File: config.mk
export PLATFORM = sky130hd
export DESIGN_NAME = key_event_debounce_hold_repeat
export DESIGN_NICKNAME = d
export VERILOG_FILES = /design/src/rtl/kdhr_pkg.sv /design/src/rtl/kdhr_cell.sv /design/src/rtl/key_event_debounce_hold_repeat.sv
export SDC_FILE = /design/constraint.sdc
export NUM_CORES = 2
export LEC_CHECK = 0
export BUFFER_PORTS_ARGS = -buffer_cell sky130_fd_sc_hd__buf_2
export CORE_ASPECT_RATIO = 0.5
export CORE_MARGIN = 5
export CORE_UTILIZATION = 40
export CTS_CLUSTER_SIZE = 30
export DETAILED_ROUTE_END_ITERATION = 6
export GPL_ROUTABILITY_DRIVEN = 1
export PLACE_DENSITY_LB_ADDON = 0.3
export SLEW_MARGIN = 15
export SYNTH_ARGS = -nofsm -noshare
export SYNTH_HDL_FRONTEND = slang
export SYNTH_SLANG_ARGS = --single-unit
File: constraint.sdc
create_clock -name clk_i -period 10.9 [get_ports clk_i]
set_clock_uncertainty 0.2 [all_clocks]
set_input_delay 0.545 -clock clk_i [delete_from_list [all_inputs] [get_ports clk_i]]
set_output_delay 0.545 -clock clk_i [all_outputs]
set_load 0.02 [all_outputs]
File: src/rtl/kdhr_pkg.sv
// Shared types and codes of the key event debounce, hold and repeat block.
`timescale 1ns / 1ps
package kdhr_pkg;

  localparam int unsigned TickW      = 16;
  localparam int unsigned TimeW      = 32;
  localparam int unsigned KeyW       = 3;
  localparam int unsigned PortW      = 8;
  localparam int unsigned MaxResults = 32;
  localparam int unsigned CntW       = $clog2(MaxResults + 1);
  localparam int unsigned CfgIdxW    = 8;

  typedef enum logic [1:0] {
    ActSample  = 2'd0,
    ActScan    = 2'd1,
    ActConsume = 2'd2
  } action_e;

  typedef enum logic [2:0] {
    KindDown    = 3'd0,
    KindPress   = 3'd1,
    KindUp      = 3'd2,
    KindUpHeld  = 3'd3,
    KindHold    = 3'd4,
    KindRepeat  = 3'd5
  } kind_e;

  localparam logic [CfgIdxW-1:0] CfgDebounce = 8'd0;
  localparam logic [CfgIdxW-1:0] CfgHold     = 8'd1;
  localparam logic [CfgIdxW-1:0] CfgRptDelay = 8'd2;
  localparam logic [CfgIdxW-1:0] CfgRptIntvl = 8'd3;

  // Pending event slots of one key, in emission order.
  localparam int unsigned SlotDown   = 0;
  localparam int unsigned SlotPress  = 1;
  localparam int unsigned SlotUp     = 2;
  localparam int unsigned SlotHold   = 3;
  localparam int unsigned SlotRepeat = 4;
  localparam int unsigned NumSlots   = 5;

  typedef struct packed {
    logic [TickW-1:0] debounce;
    logic [TickW-1:0] hold_dly;
    logic [TickW-1:0] rpt_dly;
    logic [TickW-1:0] rpt_intvl;
  } cfg_t;

  typedef struct packed {
    logic             start;
    logic             sample;
    logic [TimeW-1:0] stime;
    logic [TimeW-1:0] now;
  } scan_t;

  typedef struct packed {
    logic            valid;
    logic [KeyW-1:0] key;
    kind_e           kind;
    logic            last_in_cell;
    logic            rest_after;
  } head_t;

endpackage

File: src/rtl/kdhr_cell.sv
// One key cell: per-key state, event scheduling and the emission token.
`timescale 1ns / 1ps
module kdhr_cell #(
  parameter int unsigned KEY_IDX = 0
) (
  input  logic           clk_i,
  input  logic           rst_ni,
  input  kdhr_pkg::cfg_t cfg_i,
  input  kdhr_pkg::scan_t scan_i,
  input  logic           port_bit_i,
  input  logic           consume_i,
  input  logic [kdhr_pkg::KeyW-1:0] consume_key_i,
  input  logic           take_i,
  input  logic           flush_i,
  input  logic           tok_i,
  input  logic           rest_i,
  output logic           tok_o,
  output logic           rest_o,
  output kdhr_pkg::head_t head_o
);
  import kdhr_pkg::*;

  localparam logic [KeyW-1:0] KeyLow = KeyW'(KEY_IDX % 8);

  logic             raw_q, raw_d;
  logic [TimeW-1:0] raw_t_q, raw_t_d;
  logic             deb_q, deb_d;
  logic [TimeW-1:0] press_t_q, press_t_d;
  logic             hs_q, hs_d;
  logic [TimeW-1:0] lrt_q, lrt_d;
  logic             lock_q, lock_d;
  logic [NumSlots-1:0] pend_q, pend_d;
  logic             up_held_q, up_held_d;
  logic             tok_q, tok_d;

  logic             raw_lv, press, rel, hold, rpt, deb1, hs0;
  logic [TimeW-1:0] raw_t, press_t1;
  logic [TimeW-1:0] dt_raw, dt_press, dt_rpt;
  logic [NumSlots-1:0] new_pend, lowest;
  logic             pass;

  always_comb begin
    raw_lv   = scan_i.sample ? port_bit_i : raw_q;
    raw_t    = scan_i.sample ? scan_i.stime : raw_t_q;
    dt_raw   = scan_i.now - raw_t;
    press    = raw_lv && !deb_q;
    rel      = !raw_lv && deb_q && (dt_raw >= TimeW'(cfg_i.debounce));
    deb1     = press || (deb_q && !rel);
    press_t1 = press ? raw_t : press_t_q;
    hs0      = press ? 1'b0 : hs_q;
    dt_press = scan_i.now - press_t1;
    dt_rpt   = scan_i.now - lrt_q;
    hold     = deb1 && !hs0 && (dt_press >= TimeW'(cfg_i.hold_dly));
    rpt      = deb1 && (dt_press >= TimeW'(cfg_i.rpt_dly)) &&
               (dt_rpt >= TimeW'(cfg_i.rpt_intvl));

    // A locked key stays silent except for down and press.
    new_pend             = '0;
    new_pend[SlotDown]   = press;
    new_pend[SlotPress]  = press;
    new_pend[SlotUp]     = rel && !lock_q;
    new_pend[SlotHold]   = hold && !lock_q;
    new_pend[SlotRepeat] = rpt && !lock_q;
  end

  assign lowest = pend_q & (~pend_q + NumSlots'(1));
  assign pass   = tok_q && ((pend_q == '0) || (take_i && (pend_q == lowest)));

  always_comb begin
    raw_d     = raw_q;
    raw_t_d   = raw_t_q;
    deb_d     = deb_q;
    press_t_d = press_t_q;
    hs_d      = hs_q;
    lrt_d     = lrt_q;
    lock_d    = lock_q;
    pend_d    = pend_q;
    up_held_d = up_held_q;
    if (scan_i.start) begin
      raw_d     = raw_lv;
      raw_t_d   = raw_t;
      deb_d     = deb1;
      press_t_d = press_t1;
      hs_d      = hs0 || hold;
      lrt_d     = rpt ? scan_i.now : lrt_q;
      lock_d    = rel ? 1'b0 : lock_q;
      pend_d    = new_pend;
      up_held_d = hs_q;
    end else if (flush_i) begin
      pend_d = '0;
    end else if (take_i && tok_q) begin
      pend_d = pend_q & ~lowest;
    end
    if (consume_i && (KEY_IDX < 8) && (consume_key_i == KeyLow)) begin
      lock_d = 1'b1;
    end
    tok_d = flush_i ? 1'b0 : (tok_i || (tok_q && !pass));
  end

  always_ff @(posedge clk_i or negedge rst_ni) begin
    if (!rst_ni) begin
      raw_q     <= 1'b0;
      raw_t_q   <= '0;
      deb_q     <= 1'b0;
      press_t_q <= '0;
      hs_q      <= 1'b0;
      lrt_q     <= '0;
      lock_q    <= 1'b0;
      pend_q    <= '0;
      up_held_q <= 1'b0;
      tok_q     <= 1'b0;
    end else begin
      raw_q     <= raw_d;
      raw_t_q   <= raw_t_d;
      deb_q     <= deb_d;
      press_t_q <= press_t_d;
      hs_q      <= hs_d;
      lrt_q     <= lrt_d;
      lock_q    <= lock_d;
      pend_q    <= pend_d;
      up_held_q <= up_held_d;
      tok_q     <= tok_d;
    end
  end

  assign tok_o  = pass && !flush_i;
  assign rest_o = (pend_q != '0) || rest_i;

  always_comb begin
    head_o              = '0;
    head_o.valid        = tok_q && (pend_q != '0);
    head_o.key          = head_o.valid ? KeyLow : '0;
    head_o.last_in_cell = head_o.valid && (pend_q == lowest);
    head_o.rest_after   = head_o.valid && rest_i;
    if (!head_o.valid) begin
      head_o.kind = KindDown;
    end else if (lowest[SlotDown]) begin
      head_o.kind = KindDown;
    end else if (lowest[SlotPress]) begin
      head_o.kind = KindPress;
    end else if (lowest[SlotUp]) begin
      head_o.kind = up_held_q ? KindUpHeld : KindUp;
    end else if (lowest[SlotHold]) begin
      head_o.kind = KindHold;
    end else begin
      head_o.kind = KindRepeat;
    end
  end

endmodule

File: src/rtl/key_event_debounce_hold_repeat.sv
// Top level of the key event debounce, hold and repeat block.
//
// Usage: one input beat on the s_axis channel either samples the port levels
// and scans every key, scans only, or locks out one key (tuser selects which).
// Every key has a cell of its own; a scan updates all cells together and
// then passes an emission token down the row of cells, key 0 first. The cell
// holding the token hands out its pending events one per cycle on m_axis
// when not stalled; a cell with nothing pending gives the token on.
// A scan yields at most 32 beats; the final beat of a scan carries tlast. A
// consume or an unused action yields nothing. The output register lets the
// next input beat in while the final event still waits; a stalled receiver
// holds the token in place.
// Configuration writes are accepted at any time, meant while the block idles.
// Reset clears all key state and loads the default timing registers.
`timescale 1ns / 1ps
module key_event_debounce_hold_repeat #(
  parameter int unsigned NUM_KEYS = 8
) (
  input  logic        clk_i,
  input  logic        rst_ni,
  // config write channel
  input  logic        cfg_valid_i,
  output logic        cfg_ready_o,
  input  logic [kdhr_pkg::CfgIdxW-1:0] cfg_index_i,
  input  logic [kdhr_pkg::TickW-1:0]   cfg_data_i,
  // input beats
  input  logic        s_axis_tvalid,
  output logic        s_axis_tready,
  // [7:0] port_bits, [39:8] sample_time, [71:40] now_time, [74:72] key_index
  input  logic [79:0] s_axis_tdata,
  // [1:0] action
  input  logic [1:0]  s_axis_tuser,
  // result beats
  output logic        m_axis_tvalid,
  input  logic        m_axis_tready,
  // [2:0] event_key
  output logic [7:0]  m_axis_tdata,
  // [2:0] event_kind
  output logic [2:0]  m_axis_tuser,
  output logic        m_axis_tlast
);
  import kdhr_pkg::*;

  cfg_t             cfg_q, cfg_d;
  logic             busy_q, busy_d;
  logic [CntW-1:0]  cnt_q, cnt_d;
  logic             ov_q, ov_d;
  logic [KeyW-1:0]  okey_q, okey_d;
  kind_e            okind_q, okind_d;
  logic             olast_q, olast_d;

  logic [PortW-1:0] port_bits;
  logic [TimeW-1:0] sample_time, now_time;
  logic [KeyW-1:0]  key_index;
  action_e          action;
  logic             in_acc, consume, take, flush, last;
  scan_t            scan;
  head_t            head;
  head_t            heads [NUM_KEYS];
  logic [NUM_KEYS:0] tok, rest;
  logic [$bits(head_t)-1:0] head_acc;

  assign port_bits   = s_axis_tdata[7:0];
  assign sample_time = s_axis_tdata[39:8];
  assign now_time    = s_axis_tdata[71:40];
  assign key_index   = s_axis_tdata[74:72];
  assign action      = action_e'(s_axis_tuser);

  assign s_axis_tready = !busy_q;
  assign in_acc        = s_axis_tvalid && s_axis_tready;
  assign cfg_ready_o   = 1'b1;

  // Decode the action of an accepted beat.
  always_comb begin
    scan       = '0;
    consume    = 1'b0;
    scan.stime = sample_time;
    scan.now   = now_time;
    if (in_acc) begin
      case (action)
        ActSample: begin
          scan.start  = 1'b1;
          scan.sample = 1'b1;
        end
        ActScan: begin
          scan.start = 1'b1;
        end
        ActConsume: begin
          consume = 1'b1;
        end
        default: begin
          scan.start = 1'b0;
        end
      endcase
    end
  end

  // Cell row: the token enters at key 0, the pending flag ripples back.
  assign tok[0]         = scan.start;
  assign rest[NUM_KEYS] = 1'b0;

  for (genvar k = 0; k < NUM_KEYS; k++) begin : g_cell
    logic port_bit;
    if (k < PortW) begin : g_port
      assign port_bit = port_bits[k];
    end else begin : g_none
      assign port_bit = 1'b0;
    end
    kdhr_cell #(
      .KEY_IDX(k)
    ) u_cell (
      .clk_i        (clk_i),
      .rst_ni       (rst_ni),
      .cfg_i        (cfg_q),
      .scan_i       (scan),
      .port_bit_i   (port_bit),
      .consume_i    (consume),
      .consume_key_i(key_index),
      .take_i       (take),
      .flush_i      (flush),
      .tok_i        (tok[k]),
      .rest_i       (rest[k+1]),
      .tok_o        (tok[k+1]),
      .rest_o       (rest[k]),
      .head_o       (heads[k])
    );
  end

  // Only the token holder drives a nonzero head.
  always_comb begin
    head_acc = '0;
    for (int k = 0; k < NUM_KEYS; k++) begin
      head_acc = head_acc | heads[k];
    end
    head = head_t'(head_acc);
  end

  // Move a head event into the output register when it is free or draining.
  assign take  = head.valid && (!ov_q || m_axis_tready);
  assign last  = (cnt_q == CntW'(MaxResults - 1)) ||
                 (head.last_in_cell && !head.rest_after);
  assign flush = take && last;

  always_comb begin
    busy_d  = busy_q;
    cnt_d   = cnt_q;
    ov_d    = ov_q;
    okey_d  = okey_q;
    okind_d = okind_q;
    olast_d = olast_q;
    if (scan.start) begin
      busy_d = 1'b1;
      cnt_d  = '0;
    end else if (flush || tok[NUM_KEYS]) begin
      busy_d = 1'b0;
    end
    if (take) begin
      cnt_d = cnt_q + CntW'(1);
    end
    if (take) begin
      ov_d    = 1'b1;
      okey_d  = head.key;
      okind_d = head.kind;
      olast_d = last;
    end else if (m_axis_tready) begin
      ov_d = 1'b0;
    end
  end

  // Timing registers.
  always_comb begin
    cfg_d = cfg_q;
    if (cfg_valid_i) begin
      case (cfg_index_i)
        CfgDebounce: cfg_d.debounce  = cfg_data_i;
        CfgHold:     cfg_d.hold_dly  = cfg_data_i;
        CfgRptDelay: cfg_d.rpt_dly   = cfg_data_i;
        CfgRptIntvl: cfg_d.rpt_intvl = cfg_data_i;
        default:     cfg_d = cfg_q;
      endcase
    end
  end

  always_ff @(posedge clk_i or negedge rst_ni) begin
    if (!rst_ni) begin
      cfg_q.debounce  <= TickW'(2);
      cfg_q.hold_dly  <= TickW'(50);
      cfg_q.rpt_dly   <= TickW'(50);
      cfg_q.rpt_intvl <= TickW'(10);
      busy_q          <= 1'b0;
      cnt_q           <= '0;
      ov_q            <= 1'b0;
    end else begin
      cfg_q  <= cfg_d;
      busy_q <= busy_d;
      cnt_q  <= cnt_d;
      ov_q   <= ov_d;
    end
  end

  always_ff @(posedge clk_i) begin
    okey_q  <= okey_d;
    okind_q <= okind_d;
    olast_q <= olast_d;
  end

  assign m_axis_tvalid = ov_q;
  assign m_axis_tdata  = {5'b0, okey_q};
  assign m_axis_tuser  = okind_q;
  assign m_axis_tlast  = olast_q;

endmodule
==> results.yml <==
floorplan:
  initial_core_utilization: 0.403
  die_x_um: 705
  placement_rows: 127
  floorplan.io_pins: 126
  floorplan.core_area_um2: 240000
  die-height_um: 358
  area_of_the_die_um2: 252000
setup_path:
  timing.reg2reg.setup_slack_ns: 1.53
  startpoint_type: "flip-flop"
  worst-endpoint-required_ns: 11.35
  path_class: "flip-flop to flip-flop"
  critPathSlowestCell: "sky130_fd_sc_hd__o21ai_0"
  timing.critical_path.mode_cell: "sky130_fd_sc_hd__buf_4"
  critPathMaxFanout: 35
  worstPathBufferInverterCount: 5
  worst_setup_path_end_kind: "flip-flop"
  critPathTopFamily: "compound AO/OA/AOI/OAI gates"
  timing.critical_path.slowest_cell_delay_ns: 0.73
  critPathArrivalTime_ns: 9.82
job:
  cap_violations: 0
clock_network:
  htree_num_levels: 3
  cts_tree: "yes"
  cts_inserted_buffers: 108
  clockBufferDepth: 3
  cts_root_buffer: "sky130_fd_sc_hd__clkbuf_16"
  insertion_delay_ns: 0.80
  cts_post_setup_buffers_inserted: 0
  clock_sink_count: 935
  postCtsResizedCells: 0
  clk_transition_reported_paths_ns: 0.06
final_layout:
  final_util: 0.440
  final_common_cell: "sky130_fd_sc_hd__ha_1"
  area.growth.synth_to_final_pct: 9.25
  design.final.nets: 13300
  commonest_cells_after_routing_fill_and_taps_aside: "sky130_fd_sc_hd__ha_1, sky130_fd_sc_hd__a21oi_1, sky130_fd_sc_hd__nand2_1"
  final_cell_area_um2: 106000
  layout-drive-gt1-share: 0.0800
drt:
  route.detailed.vias_per_inst: 6.18
  route.final.wire_length_um: 402000
  routed-via-count: 94700
  route.detailed.wl_per_inst_um: 26.2
  final_antenna_net_count: 0
  dr.first_iter.drc_count: 10300
  dr.pass1.iters: 7
  drc: 3
timing:
  worst-slew-pin-transition_ns: 1.31
  max_slew_margin: 0.128
  final_cycle_utilization_of_the_critical_path: 0.860
  hold_viol_final: 0
  finalSetupViolations: 0
  layout_min_cycle_time_ns: 9.37
  layout_setup_ws_ns: 1.53
  peak_freq_mhz: 107
  unrepaired_setup_endpoints_after_global_routing: "no"
  final_sum_of_negative_setup_slack_ns: 0
  report.final.slew_viol_count: 0
  worst_hold_slack_ns: 0.0420
placement:
  pre_cts_slack_ns: 1.56
  dp_hpwl_um: 303000
  buffer_ports.inserted: 114
  place_area_um2: 101000
  rd_place_congestion: 1.02
logic_synthesis:
  ys_seq_elements: 935
  netlist_top_cells_area: "sky130_fd_sc_hd__dfrtp_1, sky130_fd_sc_hd__ha_1, sky130_fd_sc_hd__a21oi_1"
  cell_type_contributing_the_most_total_cell_area_after_synthesis: "sky130_fd_sc_hd__dfrtp_1"
  synth_cell_type_count: 114
  ys_warn_count: 0
  ys.flop_type: "sky130_fd_sc_hd__dfrtp_1"
  mappedNetlistArea_um2: 96700
  synth_sequential_area_ratio: 0.242
  async_flop_share: 0.993
  post_synth.cell_area_avg_um2: 8.07
  share_of_the_synthesized_area_in_the_top_cell_type: 0.238
  postSynthCellCount: 12000
  synth_enable_flop_cells: 7
power_and_ir_drop:
  cellPowerDensity_nw_per_um2: 363
  irDropWorstVdd_uv: 156
  power.static_leakage_nw: 48.6
grt:
  first_global_vias: 87400
  grt_max_degree: 141
  gr-total-overflow: 0
  global_route.usage.total: 0.307
  grt_pass1_wl_um: 582000
  grt_antenna_before_repair: 42
status:
  outcome: "finished, violations left"
  violations: "design-rule violations"
worst_hold_path:
  hp-class: "input pin to flip-flop"
-- final cells by class --
type | instances | area (um2)
fillers | 23800 | 134000
multi-input cells | 9690 | 68000
flip-flops and latches | 935 | 23400
well taps | 3225 | 4040
inverters | 861 | 3230
clock buffers | 147 | 3080
repair buffers | 406 | 3000
clock inverters | 54 | 753
diodes | 22 | 55.1
-- cell usage after synthesis (all sizes together), types with 129 or more instances --
cell type	instances
a211oi	129
a21o	414
a21oi	1122
a31oi	133
clkbuf	403
dfrtp	919
ha	1153
inv	858
mux2	253
mux2i	279
nand2	1095
nand2b	209
nand3	247
nand4	139
nor2	755
nor2b	153
nor3	231
o21a	139
o21ai	983
xnor2	396
xor2	217
-- cells by family after synthesis --
logic type / Yosys count / share of synthesized area
compound gates: 3886 / 0.256
xor+xnor: 613 / 0.0556
fa+ha+maj: 1236 / 0.159
buf+inv: 1369 / 0.0563
flops: 935 / 0.242
mux: 532 / 0.0591
other cells: 2 / 0.0000777
simple gates: 3417 / 0.171
-- worst register-to-register path: cells and delay by family (launching register included) --
family,cells,cell delay [ns]
AOI/OAI and AO/OA,12,3.12
xor gates and xnor gates,1,0.14
adders and majority gates,2,0.46
buffers and inverters,5,1.76
DFF,1,0.46
muxes,2,1.08
and+or+nand+nor,9,2.02
-- through the flow --
step,cells,power [mW]
after floorplan,12000,26.5
after global placement,15100,33.1
after detailed placement,15100,33.5
after CTS,15300,37.8
final,15300,38.3
after global routing,15300,41.8
-- state kept, by name (all words and copies together) (netlist names), 6 cells and up --
signal                   count
cfg_q                       64
cnt_q                        6
g_cell.u_cell.deb_q          8
g_cell.u_cell.hs_q           8
g_cell.u_cell.lock_q         8
g_cell.u_cell.lrt_q        256
g_cell.u_cell.pend_q        40
g_cell.u_cell.press_t_q    256
g_cell.u_cell.raw_q          8
g_cell.u_cell.raw_t_q      256
g_cell.u_cell.tok_q          8
g_cell.u_cell.up_held_q      8
-- per-layer routing --
metal / vias to the layer above / GRT usage / part of all wire
met5: - / 0 / 0.0012
met4: 18 / 0.154 / 0.059
met3: 948 / 0.0872 / 0.11
met2: 4257 / 0.463 / 0.42
met1: 45700 / 0.401 / 0.41
li1: 43800 / - / -
-- path summary, 6_finish.rpt --
kind / startpoint / to / depth (start not counted)
worst max-delay path: busy_q / g_cell[5].u_cell.lrt_q[20] / 31
min in group asynchronous: rst_ni / g_cell[2].u_cell.lrt_q[26] / 2
worst max register to register: busy_q / g_cell[5].u_cell.lrt_q[20] / 31
max in group asynchronous: rst_ni / g_cell[0].u_cell.lrt_q[20] / 4
worst min register to register: g_cell[4].u_cell.press_t_q[13] / g_cell[4].u_cell.press_t_q[13] / 2
worst min-delay path: s_axis_tdata[57] / g_cell[2].u_cell.lrt_q[17] / 2
-- what timing repair did --
item / CTS / global route
setup endpoints to repair: 0 / 0
endpoints found under the hold margin: 160 / 0
hold buffers: 30 / 0
-- power breakdown --
part | total [mW] | switching, mW | internal, mW
Combinational | 28.3 | 17.1 | 11.3
Sequential | 5.89 | 0.900 | 4.99
Clock | 4.10 | 1.75 | 2.34
Power figures use the tool's default switching activity.
